<file path="config.mk">
export PLATFORM = sky130hd
export DESIGN_NAME = barrier_gate_motor_controller
export DESIGN_NICKNAME = d
export VERILOG_FILES = /design/src/rtl/bgmc_pkg.sv /design/src/rtl/bgmc_gate_bank.sv /design/src/rtl/barrier_gate_motor_controller.sv
export SDC_FILE = /design/constraint.sdc
export NUM_CORES = 1
export LEC_CHECK = 0
export ABC_CLOCK_PERIOD_IN_PS = 5040
export BUFFER_PORTS_ARGS = -buffer_cell sky130_fd_sc_hd__buf_4
export CAP_MARGIN = 20
export CORE_MARGIN = 3
export CORE_UTILIZATION = 44
export DETAILED_ROUTE_END_ITERATION = 7
export GPL_ROUTABILITY_DRIVEN = 0
export PLACE_DENSITY_LB_ADDON = 0.12
export SLEW_MARGIN = 30
export SYNTH_ARGS = -nofsm -noshare
export SYNTH_HDL_FRONTEND = slang
export SYNTH_HIERARCHICAL = 1
export SYNTH_SLANG_ARGS = --single-unit
</file>
<file path="constraint.sdc">
create_clock -name clk_i -period 5.04 [get_ports clk_i]
set_input_delay 1.008 -clock clk_i [delete_from_list [all_inputs] [get_ports clk_i]]
set_output_delay 1.008 -clock clk_i [all_outputs]
set_load 0.005 [all_outputs]
</file>
<file path="src/rtl/bgmc_pkg.sv">
package bgmc_pkg;

  typedef enum logic [2:0] {
    ST_CLOSED  = 3'd0,
    ST_OPENING = 3'd1,
    ST_OPEN    = 3'd2,
    ST_CLOSING = 3'd3,
    ST_ERROR   = 3'd4
  } gate_state_e;

  localparam logic [2:0] MODE_TICK      = 3'd0;
  localparam logic [2:0] MODE_OPEN      = 3'd1;
  localparam logic [2:0] MODE_CLOSE     = 3'd2;
  localparam logic [2:0] MODE_RESET_ERR = 3'd3;

  localparam logic [15:0] TIMEOUT_RESET = 16'd50;
  localparam logic [15:0] ELAPSED_MAX   = 16'hFFFF;

  typedef struct packed {
    logic [2:0] mode;
    logic       gate_select;
    logic       open_limit;
    logic       closed_limit;
  } req_t;

  typedef struct packed {
    gate_state_e gate_state;
    logic        motor_on;
    logic        status;
    logic [31:0] move_count;
  } rsp_t;

endpackage

</file>
<file path="src/rtl/bgmc_gate_bank.sv">
module bgmc_gate_bank #(
  parameter int NUM_GATES = 2
) (
  input  logic          clk_i,
  input  logic          rst_ni,
  input  logic          cfg_we_i,
  input  logic [15:0]   cfg_wdata_i,
  input  logic          commit_i,
  input  bgmc_pkg::req_t req_i,
  output bgmc_pkg::rsp_t rsp_o
);

  localparam int GW = (NUM_GATES > 1) ? $clog2(NUM_GATES) : 1;

  logic [15:0] timeout_q;

  bgmc_pkg::gate_state_e state_q [NUM_GATES];
  logic [15:0]           elapsed_q [NUM_GATES];
  logic [31:0]           moves_q [NUM_GATES];
  logic                  motor_q [NUM_GATES];

  logic [GW-1:0]         sel;
  bgmc_pkg::gate_state_e st_cur, st_d;
  logic [15:0]           el_cur, el_d, el_inc;
  logic [31:0]           mv_cur, mv_d;
  logic                  mo_cur, mo_d;
  logic                  status_d;
  logic                  hit;

  always_comb begin
    if (int'(req_i.gate_select) >= NUM_GATES) begin
      sel = GW'(NUM_GATES - 1);
    end else begin
      sel = GW'(req_i.gate_select);
    end
  end

  assign st_cur = state_q[sel];
  assign el_cur = elapsed_q[sel];
  assign mv_cur = moves_q[sel];
  assign mo_cur = motor_q[sel];

  assign el_inc = (el_cur != bgmc_pkg::ELAPSED_MAX) ? el_cur + 16'd1 : el_cur;
  assign hit    = (st_cur == bgmc_pkg::ST_OPENING) ? req_i.open_limit : req_i.closed_limit;

  always_comb begin
    st_d     = st_cur;
    el_d     = el_cur;
    mv_d     = mv_cur;
    mo_d     = mo_cur;
    status_d = 1'b0;
    case (req_i.mode)
      bgmc_pkg::MODE_TICK: begin
        if (st_cur == bgmc_pkg::ST_OPENING || st_cur == bgmc_pkg::ST_CLOSING) begin
          mo_d = 1'b1;
          if (hit) begin
            st_d = (st_cur == bgmc_pkg::ST_OPENING) ? bgmc_pkg::ST_OPEN : bgmc_pkg::ST_CLOSED;
            el_d = '0;
            mv_d = mv_cur + 32'd1;
          end else begin
            el_d = el_inc;
            if (el_inc > timeout_q) begin
              st_d = bgmc_pkg::ST_ERROR;
            end
          end
        end else begin
          mo_d = 1'b0;
        end
      end
      bgmc_pkg::MODE_OPEN: begin
        if (st_cur == bgmc_pkg::ST_ERROR) begin
          status_d = 1'b1;
        end else if (st_cur != bgmc_pkg::ST_OPEN && st_cur != bgmc_pkg::ST_OPENING) begin
          st_d = bgmc_pkg::ST_OPENING;
          el_d = '0;
        end
      end
      bgmc_pkg::MODE_CLOSE: begin
        if (st_cur == bgmc_pkg::ST_ERROR) begin
          status_d = 1'b1;
        end else if (st_cur != bgmc_pkg::ST_CLOSED && st_cur != bgmc_pkg::ST_CLOSING) begin
          st_d = bgmc_pkg::ST_CLOSING;
          el_d = '0;
        end
      end
      bgmc_pkg::MODE_RESET_ERR: begin
        if (st_cur == bgmc_pkg::ST_ERROR) begin
          if (!req_i.closed_limit && req_i.open_limit) begin
            st_d = bgmc_pkg::ST_OPEN;
          end else begin
            st_d = bgmc_pkg::ST_CLOSED;
          end
          el_d = '0;
        end
      end
      default: begin
      end
    endcase
  end

  assign rsp_o.gate_state = st_d;
  assign rsp_o.motor_on   = mo_d;
  assign rsp_o.status     = status_d;
  assign rsp_o.move_count = mv_d;

  always_ff @(posedge clk_i or negedge rst_ni) begin
    if (!rst_ni) begin
      timeout_q <= bgmc_pkg::TIMEOUT_RESET;
      for (int i = 0; i < NUM_GATES; i++) begin
        state_q[i]   <= bgmc_pkg::ST_CLOSED;
        elapsed_q[i] <= '0;
        moves_q[i]   <= '0;
        motor_q[i]   <= 1'b0;
      end
    end else begin
      if (cfg_we_i) begin
        timeout_q <= cfg_wdata_i;
      end
      if (commit_i) begin
        state_q[sel]   <= st_d;
        elapsed_q[sel] <= el_d;
        moves_q[sel]   <= mv_d;
        motor_q[sel]   <= mo_d;
      end
    end
  end

endmodule

</file>
<file path="src/rtl/barrier_gate_motor_controller.sv">
// channel     | dir | tdata                                   | tuser
// s_axis      | in  | [0] open_limit, [1] closed_limit        | [2:0] mode, [3] gate_select
// m_axis      | out | [2:0] gate_state, [3] motor_on,         | [0] status
//             |     | [35:4] move_count                       |
// cfg         | in  | cfg_wdata_i = timeout_ticks             | -
//
// one beat per cycle sustained while m_axis accepts; path: input register, then result register
// the per-gate state update and the result are formed combinationally between them and committed together,
// so back-to-back beats on the same gate see the updated state
// reset clears all gate state, timeout returns to 50 ticks
// when m_axis stalls the result holds; s_axis_tready drops once the input register is full
module barrier_gate_motor_controller #(
  parameter int NUM_GATES = 2
) (
  input  logic        clk_i,
  input  logic        rst_ni,
  input  logic        cfg_we_i,
  input  logic [15:0] cfg_wdata_i,
  input  logic        s_axis_tvalid,
  output logic        s_axis_tready,
  input  logic [7:0]  s_axis_tdata,   // open_limit, closed_limit, zero pad
  input  logic [3:0]  s_axis_tuser,   // mode, gate_select
  output logic        m_axis_tvalid,
  input  logic        m_axis_tready,
  output logic [39:0] m_axis_tdata,   // gate_state, motor_on, move_count, zero pad
  output logic [0:0]  m_axis_tuser    // status
);

  logic           in_valid_q, in_valid_d;
  bgmc_pkg::req_t in_req_q;
  logic           out_valid_q, out_valid_d;
  bgmc_pkg::rsp_t out_rsp_q;
  bgmc_pkg::rsp_t rsp;
  logic           advance;
  logic           commit;
  logic           in_beat;

  assign advance       = !out_valid_q || m_axis_tready;
  assign commit        = in_valid_q && advance;
  assign s_axis_tready = !in_valid_q || advance;
  assign in_beat       = s_axis_tvalid && s_axis_tready;

  always_comb begin
    in_valid_d = in_valid_q;
    if (in_beat) begin
      in_valid_d = 1'b1;
    end else if (advance) begin
      in_valid_d = 1'b0;
    end
    out_valid_d = out_valid_q;
    if (advance) begin
      out_valid_d = in_valid_q;
    end
  end

  always_ff @(posedge clk_i or negedge rst_ni) begin
    if (!rst_ni) begin
      in_valid_q  <= 1'b0;
      out_valid_q <= 1'b0;
    end else begin
      in_valid_q  <= in_valid_d;
      out_valid_q <= out_valid_d;
    end
  end

  always_ff @(posedge clk_i) begin
    if (in_beat) begin
      in_req_q.mode         <= s_axis_tuser[2:0];
      in_req_q.gate_select  <= s_axis_tuser[3];
      in_req_q.open_limit   <= s_axis_tdata[0];
      in_req_q.closed_limit <= s_axis_tdata[1];
    end
    if (commit) begin
      out_rsp_q <= rsp;
    end
  end

  bgmc_gate_bank #(
    .NUM_GATES(NUM_GATES)
  ) u_bank (
    .clk_i      (clk_i),
    .rst_ni     (rst_ni),
    .cfg_we_i   (cfg_we_i),
    .cfg_wdata_i(cfg_wdata_i),
    .commit_i   (commit),
    .req_i      (in_req_q),
    .rsp_o      (rsp)
  );

  assign m_axis_tvalid = out_valid_q;
  assign m_axis_tdata  = {4'd0, out_rsp_q.move_count, out_rsp_q.motor_on,
                          out_rsp_q.gate_state};
  assign m_axis_tuser  = out_rsp_q.status;

endmodule

</file>
Word-level counts from Yosys, hierarchy flattened
Cells that the tools add are included.
{"block": "op_classes", "addsub": 2, "n_mul": 0, "div": 0, "magnitude_cmp": 3, "n_eq_ne": 10, "shift": 0, "n_mux": 53, "bitwise": 1, "reduce_logical": 16}
{"op": "32-bit two-way mux", "count": 7}
{"op": "16-bit two-way mux", "count": 12}
{"op": "64-bit bitwise mux", "count": 1}
{"op": "16-bit case mux with 4 select lines", "count": 1}
{"op": "3-bit two-way mux", "count": 12}
{"op": "32-bit by 1-bit adder with 32-bit output (second input constant)", "count": 1}
{"op": "32-bit bitwise mux", "count": 1}
{"op": "32-bit demux with 1-bit select", "count": 1}
{"op": "16-bit by 1-bit adder with 16-bit output (second input constant)", "count": 1}
{"op": "16-bit demux with 1-bit select", "count": 1}
{"op": "16-bit > comparator", "count": 1}
{"op": "16-bit != test (second input constant)", "count": 1}
{"op": "3-bit case mux with 4 select lines", "count": 1}
{"op": "1-bit two-way mux", "count": 10}
{"op": "3-bit by 2-bit equality test with 1-bit output (second input constant)", "count": 3}
{"op": "6-bit bitwise mux", "count": 1}
{"op": "3-bit by 1-bit equality test with 1-bit output (second input constant)", "count": 2}
{"op": "1-bit logical AND", "count": 6}
{"op": "3-bit by 2-bit != test with 1-bit output (second input constant)", "count": 2}
{"op": "2-bit two-way mux", "count": 2}
{"op": "3-bit demux with 1-bit select", "count": 1}
{"op": "3-bit equality test (second input constant)", "count": 1}
{"op": "1-bit logical NOT", "count": 3}
{"op": "3-bit logical NOT", "count": 1}
{"op": "other kinds (10)", "count": 12}
{"block": "word_totals", "register_bits": 165, "latch_bits": 0, "ram_bits": 0, "mem_bits_ro": 0, "in_bits": 33, "output_inout_bits": 43, "n_memories": 0}

Logic depth before layout (Yosys ltp)
Gate-level depths: netlist of run 1.
{"block": "logic_depth", "ltp_word": 12, "depth_mapped": 18}

By module
The synthesis of run 1 kept the hierarchy.
{"mod": "bgmc_gate_bank", "n_inst": 1, "cells_per_inst": 812, "area_each_um2": 7833.8}
{"mod": "barrier_gate_motor_controller", "n_inst": 1, "cells_per_inst": 56, "area_each_um2": 1428.9}

Least setup slack after synthesis of run 1
No wires, ideal clock.
{"block": "synth_path", "kind": "reg-to-reg", "start": "reg in_req_q[2] in the netlist's numbering", "end": "reg u_bank/state_q[4] in the netlist's numbering", "setup_time_ns": 0.126, "t_arrival_ns": 4.145, "t_required_ns": 4.914, "slack_ns": 0.769, "path_stages_with_launch": 18, "period_less_slack_ns": 4.271, "cell_sequence": "edfxtp_1 buf_6 buf_8 mux2i_1 inv_1 ha_1 nand4b_1 a222oi_1 nand3_1 or4b_1 nand2_1 inv_1 ha_1 nand4_1 a2111o_1 nand3_1 a21oi_1 a221o_1"}
{"block": "synth_between", "elab_chain_cells": 12}
{"item": "start, declared", "line": "barrier_gate_motor_controller.sv:30", "text": "bgmc_pkg::req_t in_req_q;"}
{"item": "1-bit NOT with 2-bit output (not written as such) (*)", "line": "bgmc_gate_bank.sv:38, bgmc_gate_bank.sv:39, bgmc_gate_bank.sv:120"}
{"item": "16-bit two-way mux (not written as such) (3 in a row)", "line": "bgmc_gate_bank.sv:39", "text": "assign el_cur = elapsed_q[sel];"}
{"item": "16-bit by 1-bit adder with 16-bit output / 16-bit != test (equally long branches)", "line": "bgmc_gate_bank.sv:43", "text": "assign el_inc = (el_cur != bgmc_pkg::ELAPSED_MAX) ? el_cur + 16'd1 : el_cur;"}
{"item": "16-bit two-way mux", "line": "bgmc_gate_bank.sv:43"}
{"item": "16-bit > comparator", "line": "bgmc_gate_bank.sv:62", "text": "if (el_inc > timeout_q) begin"}
{"item": "3-bit two-way mux", "line": "bgmc_gate_bank.sv:62"}
{"item": "3-bit two-way mux", "line": "bgmc_gate_bank.sv:56", "text": "if (hit) begin"}
{"item": "3-bit two-way mux", "line": "bgmc_gate_bank.sv:54", "text": "if (st_cur == bgmc_pkg::ST_OPENING || st_cur == bgmc_pkg::ST_CLOSING) begin"}
{"item": "3-bit case mux with 4 select lines", "line": "bgmc_gate_bank.sv:52", "text": "case (req_i.mode)"}
{"item": "6-bit bitwise mux (*)", "line": "bgmc_gate_bank.sv:120", "text": "state_q[sel] <= st_d;"}
{"item": "end signal, assigned by index", "line": "bgmc_gate_bank.sv:110", "text": "state_q[i] <= bgmc_pkg::ST_CLOSED;"}
{"item": "end signal, assigned by index", "line": "bgmc_gate_bank.sv:120"}
{"item": "end, declared", "line": "bgmc_gate_bank.sv:17", "text": "bgmc_pkg::gate_state_e state_q [NUM_GATES];"}
Every way passes the cells marked *; elsewhere a longest branch is shown, timed or not. The select of a mux whose other input is x is not followed.
A chain may end at the register's enable or synchronous reset.

==> results of run 1 <==
## final timing paths
check	start	endpoint	slack, ns	cells after the start
worst max-delay path	in_req_q[2]	m_axis_tdata[2]	0.56	15
max in group asynchronous	rst_ni	u_bank/moves_q[8]	3.59	3
worst min register to register	u_bank/moves_q[53]	u_bank/moves_q[53]	0.46	1
min in group asynchronous	rst_ni	u_bank/moves_q[26]	0.50	1
worst min-delay path	u_bank/moves_q[53]	u_bank/moves_q[53]	0.46	1
worst max register to register	in_req_q[2]	m_axis_tdata[2]	0.56	15
## metrics by stage
stage | total power, W | std cells
2_1_floorplan | 0.00173 | 871
3_3_place_gp | 0.00185 | 1177
3_5_place_dp | 0.00185 | 1178
4_1_cts | 0.00313 | 1210
5_1_grt | 0.00325 | 1210
6_report | 0.00310 | 1210
## state kept, by name, indices dropped and copies added (netlist names)
register	flops
in_valid_q	1
u_bank/timeout_q	16
m_axis_tvalid	1
u_bank/elapsed_q	32
m_axis_tdata	36
in_req_q	6
u_bank/moves_q	64
m_axis_tuser	1
u_bank/motor_q	2
u_bank/state_q	6
## metal layers
layer  routed length, um  GRT usage [%]  share of wire (%)
met5                   0              0                  0
met1               10400           28.0                 51
met4                 208           4.58                1.0
met2                8990           28.2                 44
met3                 948           4.10                4.6
## final cells by class
| cell class | count | area [um2] | area share, % |
|---|---|---|---|
| clock inverters | 5 | 35.0 | 0.331 |
| repair buffers | 78 | 606 | 5.73 |
| clock buffers | 27 | 556 | 5.26 |
| well taps | 270 | 338 | 3.20 |
| flip-flops and latches | 165 | 4350 | 41.1 |
| inverters | 32 | 120 | 1.14 |
| multi-input cells | 633 | 4570 | 43.2 |
## kinds of logic (layout without fill, tap and decap cells)
logic type	Yosys count	count (layout)	synth area share [%]
AO/OA/AOI/OAI	155	155	11.8
XOR/XNOR	98	98	9.27
adder cells (fa/ha/maj)	18	18	2.43
buffers and inverters	73	142	3.90
flip-flops	165	165	46.9
multiplexers	69	69	7.78
other	1	4	0.0405
AND/OR/NAND/NOR	289	289	17.8
## cells in the final DEF (no fill, tap or decap), types with 4 or more instances in the layout
master / instances
sky130_fd_sc_hd__mux2i_1: 51
sky130_fd_sc_hd__a22oi_1: 4
sky130_fd_sc_hd__dfrtp_1: 119
sky130_fd_sc_hd__nand4_1: 19
sky130_fd_sc_hd__buf_4: 77
sky130_fd_sc_hd__clkbuf_16: 19
sky130_fd_sc_hd__xor2_1: 52
sky130_fd_sc_hd__o21ai_0: 43
sky130_fd_sc_hd__nand3_2: 4
sky130_fd_sc_hd__nor4b_2: 4
sky130_fd_sc_hd__nor3_1: 16
sky130_fd_sc_hd__ha_1: 18
sky130_fd_sc_hd__and2_1: 7
sky130_fd_sc_hd__mux2_2: 15
sky130_fd_sc_hd__a31oi_1: 13
sky130_fd_sc_hd__a22o_1: 17
sky130_fd_sc_hd__nor4_1: 9
sky130_fd_sc_hd__nor2b_1: 4
sky130_fd_sc_hd__inv_1: 32
sky130_fd_sc_hd__conb_1: 4
sky130_fd_sc_hd__nand3_1: 30
sky130_fd_sc_hd__clkbuf_8: 5
sky130_fd_sc_hd__a21oi_1: 25
sky130_fd_sc_hd__nand3b_1: 9
sky130_fd_sc_hd__and3_1: 6
sky130_fd_sc_hd__nand2_1: 85
sky130_fd_sc_hd__nor2_1: 48
sky130_fd_sc_hd__nand4b_1: 4
sky130_fd_sc_hd__nand2b_1: 7
sky130_fd_sc_hd__o211ai_1: 4
sky130_fd_sc_hd__o2bb2ai_1: 7
sky130_fd_sc_hd__edfxtp_1: 43
sky130_fd_sc_hd__and4_1: 6
sky130_fd_sc_hd__xnor2_1: 46
## power breakdown
group          total, W  leakage [nW]  switching, W  internal (W)
Combinational  0.000348          2.37      0.000205      0.000143
Sequential      0.00148          2.08     0.0000375       0.00144
Clock           0.00128         0.290      0.000519      0.000757
Total           0.00310          4.74      0.000762       0.00234
==> run summary, run 1 <==
The initialized floorplan defines 52 standard-cell rows. The slowest cell on the critical path was sky130_fd_sc_hd__nor4_1. The average wire per cell in the routed design works out to 17.0 um.

In this run, post-CTS repair resized a total of 0 instances. Buffers placed on the I/O ports in this run total 65. Of the cells placed in the final design, the portion with a size suffix greater than 1 is 16.7%. The tools report the fill cell instance count of the final layout as 1,852.

The logs give 20,500 um for the sum of routed wire length over all layers and 5 for the first-pass iteration count of the detailed router. The antenna diode count was 0; the count of nets after finishing was 978. Worst hold path class: flip-flop to flip-flop. The cell at the root of the clock tree was sky130_fd_sc_hd__clkbuf_16. For this run, the number of Yosys warnings is 6.

Measured on the finished design, the core utilization comes to 51.7%. The area added between synthesis and finish was 14.1%. For the deepest clock path buffer count, the log shows 2. The worst setup path is of the flip-flop to flip-flop kind. The clock period could shrink to 4.48 ns.

STA puts the critical path data required time at 5.20 ns. Number of buffers and inverters on the critical path: 3. The tools report the number of DRC markers in iteration 0 as 416. The floorplan step set the die height to 151 um. The run finished with clean final reports.

On the final layout, the worst clock skew is 0.0159 ns. After routing, the total negative slack on setup checks comes to 0 ns. Post-synthesis cell type with the largest combined area: sky130_fd_sc_hd__dfrtp_1. The largest vdd supply drop is 0.000191 V, and the number of hold violations in the final report is 0. Detailed placement finished with a half-perimeter wire length of 14,200 um. In this run, CTS created clock tree buffers numbering 17. Counting instances in the post-synthesis netlist gives the leading cell types as sky130_fd_sc_hd__dfrtp_1, sky130_fd_sc_hd__nand2_1, sky130_fd_sc_hd__xor2_1. From left edge to right edge, the die measures 151 um. The tools report the effective utilization at floorplan as 45.3%.

Counting every sink on the clock net gives 165. The cell area that synthesis handed to floorplanning was 9260 um2. For the cell count after synthesis, the log shows 868. The largest single stage delay on the critical path is 0.57 ns.

Final hold analysis gives a worst-case slack of 0.464 ns. TritonCTS built the clock tree. After synthesis, the cell types taking the most area are sky130_fd_sc_hd__dfrtp_1, sky130_fd_sc_hd__edfxtp_1, sky130_fd_sc_hd__mux2i_1.

The areal power density over the cells is 294 nW/um2, and the detailed-route vias per instance is 5.49. Entering global routing, the biggest net connects 49 pins. The tools report the final-report max-slew violation count as 0. Clock-pin slew was measured on the worst setup and hold paths at 0.06 ns. After layout, the worst setup slack is 0.561 ns. The number of enable flip-flop cells after synthesis works out to 43. The first global-routing pass estimated 33,900 um of wire.

Max-cap violations in this run came to 0. Dividing the final minimum period by the clock period gives 88.9%. The post-detailed-route DRC marker count was 0; the post-synthesis async set-or-reset flop share was 73.9%. Final design area excluding fillers: 10,600 um2. The H-tree was split into 4 levels. The logs give 18.9% for the global router's overall resource usage and 223 MHz for the highest clock frequency the design can meet.

The category of cells accounting for the largest share of critical-path delay was simple AND/OR/NAND/NOR gates. The kind of start point of the critical path was a flip-flop. Summed over all cells, the static leakage comes to 4.74 nW.

The detail route stage leaves a number of antenna-violating nets equal to 0. The final setup violation count was 0; the area fraction of the dominant cell type after synthesis was 32.1%. The via count of the first global-routing pass is 6,353. The floorplan step defined a die boundary enclosing 22,800 um2. At the pin with the least slew margin, the transition time is 0.950 ns. The number of vias after detailed routing came out at 6,642.

The worst setup path is captured at a flip-flop. The mean instance size in the synthesized netlist came out at 10.7 um2. In this run, post-CTS hold repair placed 0 buffers. At the later pin of the worst-skew pair, clock insertion delay measures 0.43 ns. The most used flip-flop cell after synthesis is sky130_fd_sc_hd__dfrtp_1. Number of synthesized register bits: 165.

After synthesis, flip-flops and latches occupy 46.9% of the total area. The library cell with the highest instance count after synthesis is sky130_fd_sc_hd__dfrtp_1. The maximum fanout along the worst path works out to 5. Measured against its own limit, the worst slew margin works out to 36.4%.

The tools report the number of distinct library cells after synthesis as 81. Timing analysis after detailed placement gives a worst setup slack of 0.639 ns. Buffers added to address setup during post-CTS repair amount to 0. In this run the cell area measured after placement is 9980 um2. The residual overflow from global routing was 0. The initial antenna violation count came out at 0.

Counting stages on the worst path, the most repeated cell is sky130_fd_sc_hd__inv_1. Setup repair after global routing left no endpoint under its margin. 76 I/O pins were placed. The signal on the critical path passes through mux2i_1 > inv_1 > ha_1 > nand4b_1 > a222oi_1 > nand3_1 > or4b_1 > nand2_1 > inv_1 > ha_1 > nand4_1 > nor4_1 > nor3_1 > a2bb2oi_1 > inv_1.

For the worst setup path, the data arrival time is 4.64 ns. In this run the standard cell core region covers 20,400 um2.
Note: power is estimated with default switching activity, not from simulation.
==> inputs of run 2 (changes only) <==
--- a/config.mk
+++ b/config.mk
@@ -8,6 +8,7 @@
 export ABC_CLOCK_PERIOD_IN_PS = 5040
 export BUFFER_PORTS_ARGS = -buffer_cell sky130_fd_sc_hd__buf_4
 export CAP_MARGIN = 20
+export CORE_ASPECT_RATIO = 0.6
 export CORE_MARGIN = 3
 export CORE_UTILIZATION = 44
 export DETAILED_ROUTE_END_ITERATION = 7
==> run 2 against run 1 <==
Net effect:
- core utilization increased by 0.34 points
- critical path type unchanged
- largest power group unchanged
- hold slack gained 0.0031 ns
- critical endpoint is now m_axis_tdata[0]
- non-clock buffer count up 6
- clock-buffer cell count is 4 lower
- sequential cell count stayed put
==> run summary, run 2 (synthesized netlist as in run 1, its figures left out) <==
Ranked by flip-flop count, first place goes to u_bank/moves_q. The cell sitting at the root of the clock tree is a sky130_fd_sc_hd__clkbuf_16. The areal power density over the cells works out to 294 nW/um2. The post-place setup slack was 0.632 ns; the largest net degree at the start of global routing was 123. The maximum clock skew at final layout is 0.0104 ns, and the antenna diode count is 0. The tree built by TritonCTS fans out to 165 sinks. Traced cell by cell, the critical path runs through mux2i_1 > inv_1 > ha_1 > nand4b_1 > a222oi_1 > buf_4 > nand3_1 > or4b_1 > nand2_1 > inv_1 > ha_1 > nand4_1 > nor4_1 > nor2_1 > a21boi_0 > o21a_1. The register with the most flip-flops in the layout has 64 of them. The effective utilization at floorplan came out at 45.6%. The initial antenna violation count is 0. The flow ran to the end, and the final reports show no timing, DRC or antenna violations. The area added between synthesis and finish works out to 14.3%. The logs give 0 for the number of buffers added to fix hold violations after cts and 0 for the post-detailed-route DRC marker count. In this run the static leakage power is 4.74 nW. After clock tree synthesis, the setup repair step added 0 buffers. In the layout the commonest cells are sky130_fd_sc_hd__dfrtp_1, sky130_fd_sc_hd__nand2_1, sky130_fd_sc_hd__buf_4. Floorplan core area: 20,300 um2. After layout, the design draws a total of 0.00311 W. TritonCTS created 17 clock buffers.

The fraction of met2 tracks used by global routing was 22.6%. The die covers 22,900 um2. The first global-routing pass estimated 35,900 um of wire. The arrival time at the worst endpoint was 4.78 ns; the share of final-layout standard cells stronger than drive strength 1 was 16.8%. Average wire per cell in the routed design: 18.3 um. The number of max-cap violations is 0. TritonCTS built the clock tree. The detail route stage leaves a number of antenna-violating nets equal to 0. The initialized floorplan defines 40 standard-cell rows. STA classifies the critical path startpoint as a flip-flop. The met3 usage in global routing was 4.19%; the fraction of the core area covered by cells at the end of the flow was 52.1%.

Once placement completed, the tool counted placed cells totaling 1,187. The tightest min-delay check is of the flip-flop to flip-flop type. After clock tree synthesis, the clock-pin slew on the worst setup and hold paths is 0.06 ns. The number of H-tree branching levels came out at 4. The transition time at the pin with the least slew margin came out at 0.782 ns. The critical path in this run is classified as flip-flop to flip-flop. The final setup violation count is 0. The final layout contains routed wiring with a total length of 22,300 um. Derived from the worst setup path, the maximum achievable clock frequency is 223 MHz.

The headroom to the max-slew limit came out at 46.3%. Across every metal layer, demand over resource in global routing totals 19.8%. Pin placement for this block handled 76 I/O pins.

Number of hold violations in the final report: 0. Setup slack on the critical path of the routed design comes to 0.562 ns. Among all stages on the critical path, the largest delay is contributed by sky130_fd_sc_hd__nor4_1.

Setup repair after global routing left no endpoint under its margin. The met1 routing resource usage after global routing was 35.2%; the horizontal extent of the die was 193 um. The final sum of negative setup slack is 0 ns, and the deepest clock path buffer count is 2. The final-report max-slew violation count is 0. The first routing iteration left 568 violations.

The largest vdd supply drop is 0.000279 V. Most frequent standard cell in the layout excluding fill and tap cells: sky130_fd_sc_hd__dfrtp_1. The endpoint type of the worst setup path was a flip-flop. Summed over all nets, the half-perimeter wirelength after detailed placement is 15,600 um. In this run the most used layer during global routing was met1.

In the routed layout, each cell is associated on average with a via count of 5.59. The tools report the residual overflow from global routing as 0. The maximum fanout along the worst path was 7. The post-route fraction of the period consumed by the critical path was 88.8%; the source-to-sink clock delay at the later pin of the worst-skew pair was 0.43 ns.

After the last flow step, the layout net total stands at 984. Stage delay of the slowest cell on the critical path: 0.60 ns. Leaving out filler cells and counting taps, the final layout contains 1,219. For the first-pass iteration count of the detailed router, the log shows 5. The required time of the critical path was 5.34 ns; the via count of the first global-routing pass was 6,191.

The number of vias after detailed routing is 6,809, and the time the worst path needs with I/O delays and setup is 4.48 ns. The count of buffers inserted at the top-level ports is 65, and the die height is 118 um. The count of instances resized after the clock tree is built came out at 0.
-- run 2: cell count changes in the layout (fill, tap and decap cells not counted) --
cell / delta
sky130_fd_sc_hd__clkbuf_16: -2
sky130_fd_sc_hd__clkbuf_8: -4
sky130_fd_sc_hd__clkinvlp_4: +2
sky130_fd_sc_hd__clkinv_1: +2
sky130_fd_sc_hd__bufinv_16: +2
sky130_fd_sc_hd__clkbuf_1: +2
sky130_fd_sc_hd__clkinv_2: -1
sky130_fd_sc_hd__buf_16: -1
sky130_fd_sc_hd__clkinv_4: -1
sky130_fd_sc_hd__buf_12: +1
sky130_fd_sc_hd__buf_4: +6
-- run 2: metrics by stage --
stage | hold WS [ns] | area [um2]
CTS | 0.469 | 10600
global route | 0.485 | 10600
finish | 0.468 | 10600
detailed placement | 0.459 | 10000
global placement | 0.449 | 10000
floorplan | 0.434 | 9270
-- run 2: critical path: cells and delay by family, from the launching register on --
kind / cells / cell delay, ns
buffers and inverters: 3 / 0.35
DFF: 1 / 0.45
AOI/OAI and AO/OA: 3 / 0.93
muxes: 1 / 0.19
adders and majority gates: 2 / 0.59
and+or+nand+nor: 7 / 1.84
-- run 2: cell type report --
type                    instances  area (um2)
clock buffers                  23         458
clock inverters                 9         104
fillers                      1863        9740
inverters                      32         120
multi-input cells             633        4570
flip-flops and latches        165        4350
well taps                     273         342
repair buffers                 84         643
-- run 2: per-layer routing --
layer	share of wire, %	wire length, um
met5	0	0
met2	35	7810
met4	0.80	178
met1	58	12900
met3	6.2	1380
-- run 2: power breakdown --
part / internal, W / switching, W
clock network: 0.000739 / 0.000530
registers: 0.00144 / 0.0000398
logic: 0.000147 / 0.000213
total: 0.00233 / 0.000783
-- run 2: final timing paths --
check | startpoint | to | slack (ns) | cells past startpoint
worst max-delay path | in_req_q[2] | m_axis_tdata[0] | 0.56 | 16
min in group asynchronous | rst_ni | u_bank/moves_q[10] | 0.65 | 2
worst max register to register | in_req_q[2] | m_axis_tdata[0] | 0.56 | 16
max in group asynchronous | rst_ni | u_bank/moves_q[60] | 3.83 | 2
worst min register to register | u_bank/moves_q[21] | u_bank/moves_q[21] | 0.47 | 1
worst min-delay path | u_bank/moves_q[21] | u_bank/moves_q[21] | 0.47 | 1
==> inputs of run 3 (changes only) <==
--- a/config.mk
+++ b/config.mk
@@ -13,7 +13,6 @@
 export CORE_UTILIZATION = 44
 export DETAILED_ROUTE_END_ITERATION = 7
 export GPL_ROUTABILITY_DRIVEN = 0
-export PLACE_DENSITY_LB_ADDON = 0.12
 export SLEW_MARGIN = 30
 export SYNTH_ARGS = -nofsm -noshare
 export SYNTH_HDL_FRONTEND = slang
==> run 3 against run 2 <==
Net effect:
- sequential share of layout area down 0.26 points
- clock-buffer cell count down 3
- global-route usage about the same
- clock power up 10%
- power up 4.0%
- largest cell class unchanged
- wire length down 0.43%
- maximum frequency down 4.6%
- sequential cell count unchanged
- die area unchanged
- final cell count about the same
- sequential power about the same
- critical path depth down 3
==> run summary, run 3 (synthesized netlist as in run 1, its figures left out) <==
The flow ran to the end, and the final reports show no timing, DRC or antenna violations. Floorplan core area: 20,300 um2. In this run, post-CTS repair resized a total of 0 instances.

The time the worst path needs with I/O delays and setup is 4.69 ns, and the global-route wire length before repair is 35,900 um. The count of nets left with antenna violations once routing finished came out at 0. The number of I/O pins came out at 76.

More flip-flops sit in one register than any other, and that register is u_bank/moves_q. Global routing finished with a remaining overflow of 0. For the largest net degree at the start of global routing, the log shows 70. The run gives 0.0109 ns as the maximum clock skew at final layout. Data on the critical path is required at its endpoint by 5.35 ns. CTS built an H-tree with a depth of 4. The via count of the first global-routing pass came out at 6,233. In the layout the commonest cells are sky130_fd_sc_hd__dfrtp_1, sky130_fd_sc_hd__nand2_1, sky130_fd_sc_hd__buf_4. The arrival time at the worst endpoint was 5.00 ns; the share of final-layout standard cells stronger than drive strength 1 was 17.2%.

Most frequent standard cell in the layout excluding fill and tap cells: sky130_fd_sc_hd__dfrtp_1. The areal power density over the cells works out to 304 nW/um2. The largest vdd supply drop is 0.000245 V, and the number of non-filler instances in the completed layout is 1,218.

The run gives 470 as the number of DRC markers in iteration 0. The tools report the origin of the critical flop-to-flop path as in_req_q[2]. The critical path start-end classification is flip-flop to flip-flop. For this run, the detailed router's first-pass iteration total came to 5.

The logs give 4.78 nW for the leakage dissipation and 15,800 um for the placed wire-length estimate. The worst register-to-register path has a depth of 13. The final setup violation count is 0.

The final-report max-slew violation count was 0. The initial antenna violation count is 0. The run gives 165 as the number of sinks handled by clock tree synthesis. Number of vias after detailed routing: 6,774. The number of flip-flops in the largest register works out to 64. The worst hold path stage count came out at 1. Setup slack on the worst reg-to-reg path comes out at 0.35 ns. Endpoint type of the worst setup path: a flip-flop. At the pin with the least slew margin, the transition time is 0.831 ns. Measured against its own limit, the worst slew margin works out to 44.4%. Dividing the final minimum period by the clock period gives 93.2%.

The sum of routed wire length over all layers came out at 22,200 um. Setup repair after global routing left no endpoint under its margin. The post-CTS setup repair buffer count came out at 0. In this run the worst path has a maximum fanout of 37. Cell at the root of the clock tree: sky130_fd_sc_hd__clkbuf_16. Source-to-sink clock delay at the later pin of the worst-skew pair: 0.44 ns. For the number of rows created at floorplan, the log shows 40. For hold timing, the worst endpoint is u_bank/moves_q[21]. Hold timing on the final database bottoms out at a slack of 0.470 ns.

The register clock-pin slew on the reported worst setup and hold paths is 0.07 ns, and the number of max-cap violations is 0. After the last flow step, the layout net total stands at 983. The effective utilization at floorplan was 45.6%. Capture instance of the worst register-to-register path: m_axis_tdata[0].

In this run, placement finished with an instance count of 1,186. The tightest min-delay check is of the flip-flop to flip-flop type. In the routed layout, each cell is associated on average with a via count of 5.56.

Global routing consumed, over all layers together, 19.8% of the routing resources. Summed over all failing endpoints, the final setup total negative slack is 0 ns. The average wire per cell in the routed design was 18.2 um; the number of buffers added to fix hold violations after cts was 0.

The count of buffers inserted at the top-level ports was 65. The run gives 0 as the antenna diode count. The die covers 22,900 um2. Measured along the y axis, the die boundary spans 118 um. The kind of start point of the critical path was a flip-flop.

TritonCTS built the clock tree. In this run the horizontal extent of the chip is 193 um. The highest clock frequency the design can meet came out at 213 MHz. The hold path startpoint is u_bank/moves_q[21]. The post-detailed-route DRC marker count is 0.

The number of hold violations in the final report was 0; the number of CTS-inserted buffers was 17. Fill cells in the final layout number 1,864. From synthesis to final layout, the design area changed by 15.0%. The tools report the deepest clock path buffer count as 2.
## run 3: critical path, stage by stage (launching register included)
cell	delay (ns)
sky130_fd_sc_hd__edfxtp_1	0.57
sky130_fd_sc_hd__buf_4	0.48
sky130_fd_sc_hd__mux2i_1	0.23
sky130_fd_sc_hd__a21oi_1	0.54
sky130_fd_sc_hd__a41oi_1	0.39
sky130_fd_sc_hd__nand2_1	0.23
sky130_fd_sc_hd__xor2_1	0.16
sky130_fd_sc_hd__mux2i_1	0.10
sky130_fd_sc_hd__ha_1	0.29
sky130_fd_sc_hd__nand4_1	0.22
sky130_fd_sc_hd__nor4_1	0.63
sky130_fd_sc_hd__nor2_1	0.07
sky130_fd_sc_hd__a21boi_0	0.46
sky130_fd_sc_hd__o21a_1	0.18
## run 3: worst max path at each step
stage / start / end / slack [ns] / cells past startpoint
final: in_req_q[2] / m_axis_tdata[0] / 0.35 / 13
after global routing: in_req_q[2] / m_axis_tdata[0] / 0.05 / 13
after CTS: in_req_q[2] / m_axis_tdata[0] / 0.43 / 14
after detailed placement: in_req_q[2] / m_axis_tdata[0] / 0.46 / 14
after global placement: in_req_q[2] / m_axis_tdata[0] / 0.46 / 14
after floorplan: in_req_q[2] / u_bank/state_q[4] / 0.77 / 17
## run 3: through the flow
step	setup slack [ns]	util [%]	area (um2)	total power, W
6_report	0.345	52.4	10600	0.00324
5_1_grt	0.0511	52.4	10600	0.00337
4_1_cts	0.430	52.4	10600	0.00327
3_5_place_dp	0.464	49.3	10000	0.00186
3_3_place_gp	0.461	49.3	10000	0.00186
2_1_floorplan	0.769	-	9270	0.00173
## run 3: routing by layer
metal  vias up  track usage [%]  wire length (um)
li1       3289                -                 -
met5         -                0                 0
met2       184             23.4              7980
met1      3286             34.0             12500
met3        15             5.64              1540
met4         0             4.06               160
## run 3: cell type report
type	instances	area (um2)	area share (%)
inverter	32	120	1.13
multi-input combinational	633	4570	42.9
clock inverter	12	175	1.64
clock buffer	20	457	4.29
tap	273	342	3.21
sequential	165	4350	40.8
timing repair buffer	83	639	6.00
## run 3: report_power, final
part           total (W)  leakage (nW)  internal [W]  switching [W]
Combinational   0.000354          2.39      0.000144       0.000210
Sequential       0.00148          2.08       0.00144      0.0000397
Clock            0.00140         0.304      0.000856       0.000545
